$ cat src/rtl/core/fnvh_pkg.sv
// Shared constants, types and the FNV prime multiply for the FNV-1a hash block.
`default_nettype none

package fnvh_pkg;

    localparam int HASH_W   = 64;
    localparam int BUCKET_W = 32;
    localparam int BYTE_W   = 8;

    localparam logic [HASH_W-1:0] FNV_BASIS = 64'hcbf29ce484222325;

    // Two-entry queue between the hashing front and the modulo back.
    localparam int QUEUE_DEPTH = 2;
    localparam int QPTR_W      = 1;
    localparam int QCNT_W      = 2;

    typedef struct packed {
        logic full;
        logic empty;
    } q_status_t;

    // Multiply by the FNV prime 2^40 + 0x1b3 modulo 2^64, as a sum of shifts.
    // The low term 0x1b3 is 256 + 128 + 32 + 16 + 2 + 1.
    function automatic logic [HASH_W-1:0] fnv_mul_prime(input logic [HASH_W-1:0] h);
        logic [HASH_W-1:0] sum;
        begin
            sum = (h << 40) + (h << 8) + (h << 7) + (h << 5) + (h << 4) + (h << 1) + h;
            return sum;
        end
    endfunction

endpackage

`default_nettype wire

$ cat src/rtl/core/fnv1a64_hash_bucket.sv
// Top level of the FNV-1a 64-bit hash with bucket index.
`default_nettype none

// The block hashes a message one byte per beat with 64-bit FNV-1a and, on the
// beat marked last, returns the final hash and the hash modulo num_buckets
// (zero when num_buckets is zero). The front part takes one byte every cycle
// while in_stall is low; a beat with has_byte low and last_byte high closes a
// message without adding a byte. Each finished hash waits in a two-entry queue
// for the back part, whose bit-serial modulo unit loads it, runs 64 divide steps
// and moves the result into the output register, waiting while out_stall holds
// a previous result there. Messages whose bytes last at least one pass of the
// modulo unit stream at one byte per cycle while out_stall is low; a run of
// shorter messages is paced by the modulo unit, and in_stall rises while the
// queue is full. num_buckets is accepted on any cycle and should be changed
// only while no message is in flight.
module fnv1a64_hash_bucket (
    input  wire logic                          clk,
    input  wire logic                          rst_n,
    input  wire logic                          cfg_valid,
    output logic                               cfg_ready,
    input  wire logic [fnvh_pkg::BUCKET_W-1:0] cfg_data,
    input  wire logic                          in_valid,
    output logic                               in_stall,
    input  wire logic [7:0]                    data_byte,
    input  wire logic                          has_byte,
    input  wire logic                          last_byte,
    output logic                               out_valid,
    input  wire logic                          out_stall,
    output logic [63:0]                        hash_value,
    output logic [31:0]                        bucket_index
);
    import fnvh_pkg::*;

    logic [BUCKET_W-1:0] num_buckets_reg;
    q_status_t           q_status;
    logic                q_push;
    logic                q_pop;
    logic [HASH_W-1:0]   q_wdata;
    logic [HASH_W-1:0]   q_rdata;

    assign cfg_ready = 1'b1;

    always_ff @(posedge clk or negedge rst_n)
    begin
        if (!rst_n)
        begin
            num_buckets_reg <= '0;
        end
        else if (cfg_valid && cfg_ready)
        begin
            num_buckets_reg <= cfg_data;
        end
    end

    fnvh_front u_front (
        .clk       (clk),
        .rst_n     (rst_n),
        .in_valid  (in_valid),
        .in_stall  (in_stall),
        .data_byte (data_byte),
        .has_byte  (has_byte),
        .last_byte (last_byte),
        .q_status  (q_status),
        .q_push    (q_push),
        .q_wdata   (q_wdata)
    );

    fnvh_queue u_queue (
        .clk    (clk),
        .rst_n  (rst_n),
        .push   (q_push),
        .wdata  (q_wdata),
        .pop    (q_pop),
        .rdata  (q_rdata),
        .status (q_status)
    );

    fnvh_back u_back (
        .clk          (clk),
        .rst_n        (rst_n),
        .q_status     (q_status),
        .q_rdata      (q_rdata),
        .q_pop        (q_pop),
        .num_buckets  (num_buckets_reg),
        .out_valid    (out_valid),
        .out_stall    (out_stall),
        .hash_value   (hash_value),
        .bucket_index (bucket_index)
    );

endmodule

`default_nettype wire

$ cat src/rtl/core/fnvh_front.sv
// Front part: accepts message bytes and keeps the running FNV-1a hash.
`default_nettype none

module fnvh_front (
    input  wire logic                          clk,
    input  wire logic                          rst_n,
    input  wire logic                          in_valid,
    output logic                               in_stall,
    input  wire logic [7:0]                    data_byte,
    input  wire logic                          has_byte,
    input  wire logic                          last_byte,
    input  wire fnvh_pkg::q_status_t           q_status,
    output logic                               q_push,
    output logic [fnvh_pkg::HASH_W-1:0]        q_wdata
);
    import fnvh_pkg::*;

    logic [HASH_W-1:0] hash_reg;
    logic [HASH_W-1:0] hash_next;
    logic [HASH_W-1:0] mixed;
    logic [HASH_W-1:0] hashed;
    logic              accept;

    assign in_stall = q_status.full;
    assign accept   = in_valid && !in_stall;

    always_comb
    begin
        mixed  = hash_reg ^ {{(HASH_W-BYTE_W){1'b0}}, data_byte};
        hashed = has_byte ? fnv_mul_prime(mixed) : hash_reg;
        hash_next = hash_reg;
        if (accept)
        begin
            hash_next = last_byte ? FNV_BASIS : hashed;
        end
    end

    // A message end hands the finished hash to the back part.
    assign q_push  = accept && last_byte;
    assign q_wdata = hashed;

    always_ff @(posedge clk or negedge rst_n)
    begin
        if (!rst_n)
        begin
            hash_reg <= FNV_BASIS;
        end
        else
        begin
            hash_reg <= hash_next;
        end
    end

endmodule

`default_nettype wire

$ cat src/rtl/core/fnvh_queue.sv
// Two-entry queue of finished hashes between the front and back parts.
`default_nettype none

module fnvh_queue (
    input  wire logic                          clk,
    input  wire logic                          rst_n,
    input  wire logic                          push,
    input  wire logic [fnvh_pkg::HASH_W-1:0]   wdata,
    input  wire logic                          pop,
    output logic [fnvh_pkg::HASH_W-1:0]        rdata,
    output fnvh_pkg::q_status_t                status
);
    import fnvh_pkg::*;

    logic [HASH_W-1:0] entry_reg [QUEUE_DEPTH];
    logic [QPTR_W-1:0] wr_ptr_reg;
    logic [QPTR_W-1:0] wr_ptr_next;
    logic [QPTR_W-1:0] rd_ptr_reg;
    logic [QPTR_W-1:0] rd_ptr_next;
    logic [QCNT_W-1:0] count_reg;
    logic [QCNT_W-1:0] count_next;
    logic              do_push;
    logic              do_pop;

    assign status.full  = (count_reg == QCNT_W'(QUEUE_DEPTH));
    assign status.empty = (count_reg == '0);
    assign do_push      = push && !status.full;
    assign do_pop       = pop && !status.empty;
    assign rdata        = entry_reg[rd_ptr_reg];

    always_comb
    begin
        wr_ptr_next = do_push ? wr_ptr_reg + 1'b1 : wr_ptr_reg;
        rd_ptr_next = do_pop ? rd_ptr_reg + 1'b1 : rd_ptr_reg;
        count_next  = count_reg;
        if (do_push && !do_pop)
        begin
            count_next = count_reg + 1'b1;
        end
        else if (do_pop && !do_push)
        begin
            count_next = count_reg - 1'b1;
        end
    end

    always_ff @(posedge clk)
    begin
        if (do_push)
        begin
            entry_reg[wr_ptr_reg] <= wdata;
        end
    end

    always_ff @(posedge clk or negedge rst_n)
    begin
        if (!rst_n)
        begin
            wr_ptr_reg <= '0;
            rd_ptr_reg <= '0;
            count_reg  <= '0;
        end
        else
        begin
            wr_ptr_reg <= wr_ptr_next;
            rd_ptr_reg <= rd_ptr_next;
            count_reg  <= count_next;
        end
    end

endmodule

`default_nettype wire

$ cat src/rtl/core/fnvh_back.sv
// Back part: bucket index by bit-serial restoring modulo, and the output register.
`default_nettype none

module fnvh_back (
    input  wire logic                          clk,
    input  wire logic                          rst_n,
    input  wire fnvh_pkg::q_status_t           q_status,
    input  wire logic [fnvh_pkg::HASH_W-1:0]   q_rdata,
    output logic                               q_pop,
    input  wire logic [fnvh_pkg::BUCKET_W-1:0] num_buckets,
    output logic                               out_valid,
    input  wire logic                          out_stall,
    output logic [fnvh_pkg::HASH_W-1:0]        hash_value,
    output logic [fnvh_pkg::BUCKET_W-1:0]      bucket_index
);
    import fnvh_pkg::*;

    localparam int CNT_W = $clog2(HASH_W);

    typedef enum logic [2:0] {
        S_IDLE = 3'b001,
        S_DIV  = 3'b010,
        S_HOLD = 3'b100
    } back_state_t;

    back_state_t         state_reg;
    back_state_t         state_next;
    logic [HASH_W-1:0]   hash_reg;
    logic [HASH_W-1:0]   hash_next;
    logic [HASH_W-1:0]   dvd_reg;
    logic [HASH_W-1:0]   dvd_next;
    logic [BUCKET_W-1:0] rem_reg;
    logic [BUCKET_W-1:0] rem_next;
    logic [BUCKET_W-1:0] div_reg;
    logic [BUCKET_W-1:0] div_next;
    logic [CNT_W-1:0]    cnt_reg;
    logic [CNT_W-1:0]    cnt_next;
    logic                out_valid_reg;
    logic                out_valid_next;
    logic [HASH_W-1:0]   hash_out_reg;
    logic [HASH_W-1:0]   hash_out_next;
    logic [BUCKET_W-1:0] bucket_out_reg;
    logic [BUCKET_W-1:0] bucket_out_next;
    logic [BUCKET_W:0]   partial;
    logic [BUCKET_W+1:0] diff;
    logic                fits;
    logic                out_free;

    assign out_valid    = out_valid_reg;
    assign hash_value   = hash_out_reg;
    assign bucket_index = bucket_out_reg;
    assign out_free     = !out_valid_reg || !out_stall;
    assign q_pop        = (state_reg == S_IDLE) && !q_status.empty;

    // One restoring step: bring down the next dividend bit and try the subtract.
    always_comb
    begin
        partial = {rem_reg, dvd_reg[HASH_W-1]};
        diff    = {1'b0, partial} - {2'b00, div_reg};
        fits    = !diff[BUCKET_W+1];
    end

    always_comb
    begin
        state_next      = state_reg;
        hash_next       = hash_reg;
        dvd_next        = dvd_reg;
        rem_next        = rem_reg;
        div_next        = div_reg;
        cnt_next        = cnt_reg;
        out_valid_next  = out_valid_reg;
        hash_out_next   = hash_out_reg;
        bucket_out_next = bucket_out_reg;

        if (out_valid_reg && !out_stall)
        begin
            out_valid_next = 1'b0;
        end

        case (state_reg)
            S_IDLE:
            begin
                if (!q_status.empty)
                begin
                    hash_next  = q_rdata;
                    dvd_next   = q_rdata;
                    rem_next   = '0;
                    div_next   = num_buckets;
                    cnt_next   = '0;
                    state_next = S_DIV;
                end
            end
            S_DIV:
            begin
                rem_next = fits ? diff[BUCKET_W-1:0] : partial[BUCKET_W-1:0];
                dvd_next = dvd_reg << 1;
                cnt_next = cnt_reg + 1'b1;
                if (cnt_reg == CNT_W'(HASH_W - 1))
                begin
                    state_next = S_HOLD;
                end
            end
            S_HOLD:
            begin
                if (out_free)
                begin
                    out_valid_next  = 1'b1;
                    hash_out_next   = hash_reg;
                    // A zero bucket count always gives bucket zero.
                    bucket_out_next = (div_reg == '0) ? '0 : rem_reg;
                    state_next      = S_IDLE;
                end
            end
            default:
            begin
                state_next = S_IDLE;
            end
        endcase
    end

    always_ff @(posedge clk)
    begin
        hash_reg       <= hash_next;
        dvd_reg        <= dvd_next;
        rem_reg        <= rem_next;
        div_reg        <= div_next;
        hash_out_reg   <= hash_out_next;
        bucket_out_reg <= bucket_out_next;
    end

    always_ff @(posedge clk or negedge rst_n)
    begin
        if (!rst_n)
        begin
            state_reg     <= S_IDLE;
            cnt_reg       <= '0;
            out_valid_reg <= 1'b0;
        end
        else
        begin
            state_reg     <= state_next;
            cnt_reg       <= cnt_next;
            out_valid_reg <= out_valid_next;
        end
    end

endmodule

`default_nettype wire
$ cat config.mk
export PLATFORM = sky130hd
export DESIGN_NAME = fnv1a64_hash_bucket
export DESIGN_NICKNAME = d
export VERILOG_FILES = /design/src/rtl/core/fnvh_pkg.sv /design/src/rtl/core/fnv1a64_hash_bucket.sv /design/src/rtl/core/fnvh_front.sv /design/src/rtl/core/fnvh_queue.sv /design/src/rtl/core/fnvh_back.sv
export SDC_FILE = /design/constraint.sdc
export NUM_CORES = 1
export LEC_CHECK = 0
export ABC_AREA = 1
export BUFFER_PORTS_ARGS = -buffer_cell sky130_fd_sc_hd__buf_4
export CAP_MARGIN = 20
export CORE_MARGIN = 1.5
export CORE_UTILIZATION = 60
export CTS_BUF_LIST = sky130_fd_sc_hd__clkbuf_2 sky130_fd_sc_hd__clkbuf_4 sky130_fd_sc_hd__clkbuf_8
export CTS_CLUSTER_SIZE = 20
export DETAILED_ROUTE_END_ITERATION = 8
export GPL_TIMING_DRIVEN = 0
export PLACE_DENSITY = 0.86
export SLEW_MARGIN = 15
export SYNTH_ARGS = -nofsm -noshare
export SYNTH_HDL_FRONTEND = slang
export SYNTH_HIERARCHICAL = 1
export SYNTH_SLANG_ARGS = --single-unit
$ cat constraint.sdc
create_clock -name clk -period 21.4 [get_ports clk]
set_input_delay 4.28 -clock clk [delete_from_list [all_inputs] [get_ports clk]]
set_output_delay 4.28 -clock clk [all_outputs]
set_load 0.005 [all_outputs]
==> impl_metrics.toml <==
[worst_hold_path]
hp-class = "register to register"
hold_path_depth = 0

[global_routing]
grt_max_degree = 80
grt_pass1_wl_um = 151000
grt_overflow = 0
grt_antenna_before_repair = 2
grt_pass1_vias = 27700
gr-usage-all-layers_pct = 33.0

[placement]
io_buffer_count = 143
gp_congestion = 1.07
hpwlAfterDp_um = 77100
dp_slack_ps = 11890

[route]
wire_per_inst_um = 18.8
dr.pass1.iters = 9
wl_um = 98100
avgViaCountPerCell = 5.37
vias = 28000
drtAntennaViolNets = 0
drt_first_iter_violations = 2763
drc = 0

[layout]
drive_above_1_share_pct = 10.5
n_fill_cell = 4348
nets = 4815
regArea_um2 = 15300
syn_to_final_growth_pct = 11.3
multiInputGateArea_um2 = 16400
largest_register_ffs = 128

[sta]
skew_ps = 38.9
finalHoldViolCount = 0
min_period_ps = 8970
finalSetupTns_ps = 0
tightestPinTransition_ps = 1190
slew_violations = 0
maxSlewHeadroom_pct = 20.2
max_freq_mhz = 111
worst_slack_ps = 12430
rsz0062_at_grt = "no"
setup_viol = 0
period_share_pct = 41.9

[critical_path]
ff2ff_path_depth = 19
startpoint_type = "primary input"
path_class = "primary input to register"
crit_fanout = 5
worst_ep_required_time_ps = 21760
critPathArrivalTime_ps = 9340
end_kind = "register"

[outcome]
status = "finished clean"

[floorplanning]
rows = 89
fp.dieH_um = 247
core_area_um2 = 58900
fp.dieW_um = 247
die_area_um2 = 60900
io_pins = 146
initial_utilization_pct = 60.5

[yosys]
syn_area_um2 = 35700
yosysUniqueCellTypes = 55
netlist_instances = 4143
yosys-top-cells-area = "edfxtp_1 (35%), nand2_1 (15%), fa_1 (14%)"
syn_nets = 4580
ys.flop_type = "edfxtp_1"
synth-seq-cells = 526
synth_edf_count = 416
synth_common_cells = "nand2_1 (1446), inv_1 (912), edfxtp_1 (416), fa_1 (246), nor2_1 (229)"
yosysMostFrequentCell = "nand2_1"
yosysWarningCount = 6
ys_seq_area_share_pct = 42.8
yosysTopAreaCell = "edfxtp_1"
synth.avg_cell_area_um2 = 8.61
async_flop_share_pct = 20.9
synth_top_area_share_pct = 35.0

[run]
cap_violations = 0

[clocking]
clk_path_buf_depth = 3
hold_buffers = 0
cts_resized = 0
tritoncts = "yes"
cts_made_buffers = 77
cts_setup_buffers = 0
htreeDepth = 3
clk_latency_ps = 690
root_buffer = "clkbuf_8"
cts_sinks = 526
clk_pin_slew_ps = 70
==> final cells by class <==
type	instances	area share, %
multi-input combinational	2611	41.4
sequential	526	38.5
inverter	928	8.80
timing repair buffer	156	3.48
clock buffer	112	3.47
tap	773	2.44
buffer	78	1.24
clock inverter	31	0.696
antenna	1	0.00630
==> layout by cell type (no fill, tap or decap), types with 6 or more instances in the layout <==
master    netlist  final
a21boi_0        8      8
a21oi_1        63     62
and2_1         14     14
buf_12          1      8
buf_16          0      6
buf_2          16     16
buf_4          14    156
buf_6           9     10
clkbuf_1       29     29
clkbuf_4        0     26
clkbuf_8        3     89
clkinv_1        0     10
clkinv_2        0      8
dfrtp_1        81     81
dfstp_2        29     29
edfxtp_1      416    416
fa_1          246    246
ha_1          144    144
inv_1         912    911
inv_2          14     14
nand2_1      1446   1445
nand2_2        16     16
nand3_1       174    174
nand3_2        12     12
nand3b_1        6      6
nand4_1        23     23
nor2_1        229    227
nor2_2         26     26
nor3_1         12     12
nor3_2          7      7
nor4_1          6      6
o21ai_0        41     41
o21ai_1        14     14
o21bai_1        9      9
o22ai_1        15     15
xnor2_1        26     26
xor2_1         37     37
==> layer usage <==
| metal | global-route usage [%] | wire [µm] |
|---|---|---|
| met5 | 0 | 0 |
| met2 | 53.5 | 46000 |
| met1 | 42.5 | 37500 |
| met4 | 15.9 | 4960 |
| met3 | 6.84 | 9650 |
==> cells by family (layout without fill, tap and decap cells) <==
| group | count (synthesis) | count (layout) | share of synthesized area (%) |
|---|---|---|---|
| xor gates and xnor gates | 64 | 64 | 1.59 |
| DFF | 526 | 526 | 42.8 |
| muxes | 1 | 1 | 0.0281 |
| other | 1 | 2 | 0.0105 |
| and+or+nand+nor | 1990 | 1990 | 22.9 |
| adders and majority gates | 390 | 390 | 18.9 |
| buffers and inverters | 1006 | 1305 | 11.2 |
| AOI/OAI and AO/OA | 165 | 165 | 2.63 |
==> worst paths after layout <==
path / slack [ps] / end / start
hold reg to reg: 400 / u_back/hash_value[11]$_DFFE_PP_ / u_back/hash_reg[11]$_DFFE_PP_
setup reg to reg: 15710 / u_queue/entry_reg[0][36]$_DFFE_PP_ / u_front/hash_reg[5]$_DFFE_PN1P_
min in group asynchronous: 3500 / num_buckets_reg[31]$_DFFE_PN0P_ / rst_n
max in group asynchronous: 17130 / u_front/hash_reg[2]$_DFFE_PN1P_ / rst_n
hold / removal: 400 / u_back/hash_value[11]$_DFFE_PP_ / u_back/hash_reg[11]$_DFFE_PP_
setup / recovery: 12430 / u_queue/entry_reg[0][36]$_DFFE_PP_ / data_byte[3]
==> per-stage QoR <==
step	hold slack, ps	cells	utilization, %	cell area, µm²
floorplan	400	4143	-	35700
global placement	402	5059	64.0	37700
detailed placement	405	5072	64.6	38100
CTS	408	5215	67.4	39700
global route	423	5216	67.4	39700
finish	403	5216	67.4	39700
==> worst max-delay path: stages <==
cell and delay, ps:
buf_4 110, xor2_1 550, inv_1 370, fa_1 610, inv_1 60, fa_1 570
fa_1 430, ha_1 290, ha_1 350, nand2_1 130, inv_1 50, nand2_1 60
nand2_1 70, inv_1 70, nand2_2 90, nand2_1 70, nand2_1 140, a21oi_1 410
xor2_1 380, a21boi_0 220
Power is left out: the tool's default activity adds up to more than one toggle a clock period on the data nets, which glitch-free logic cannot reach.
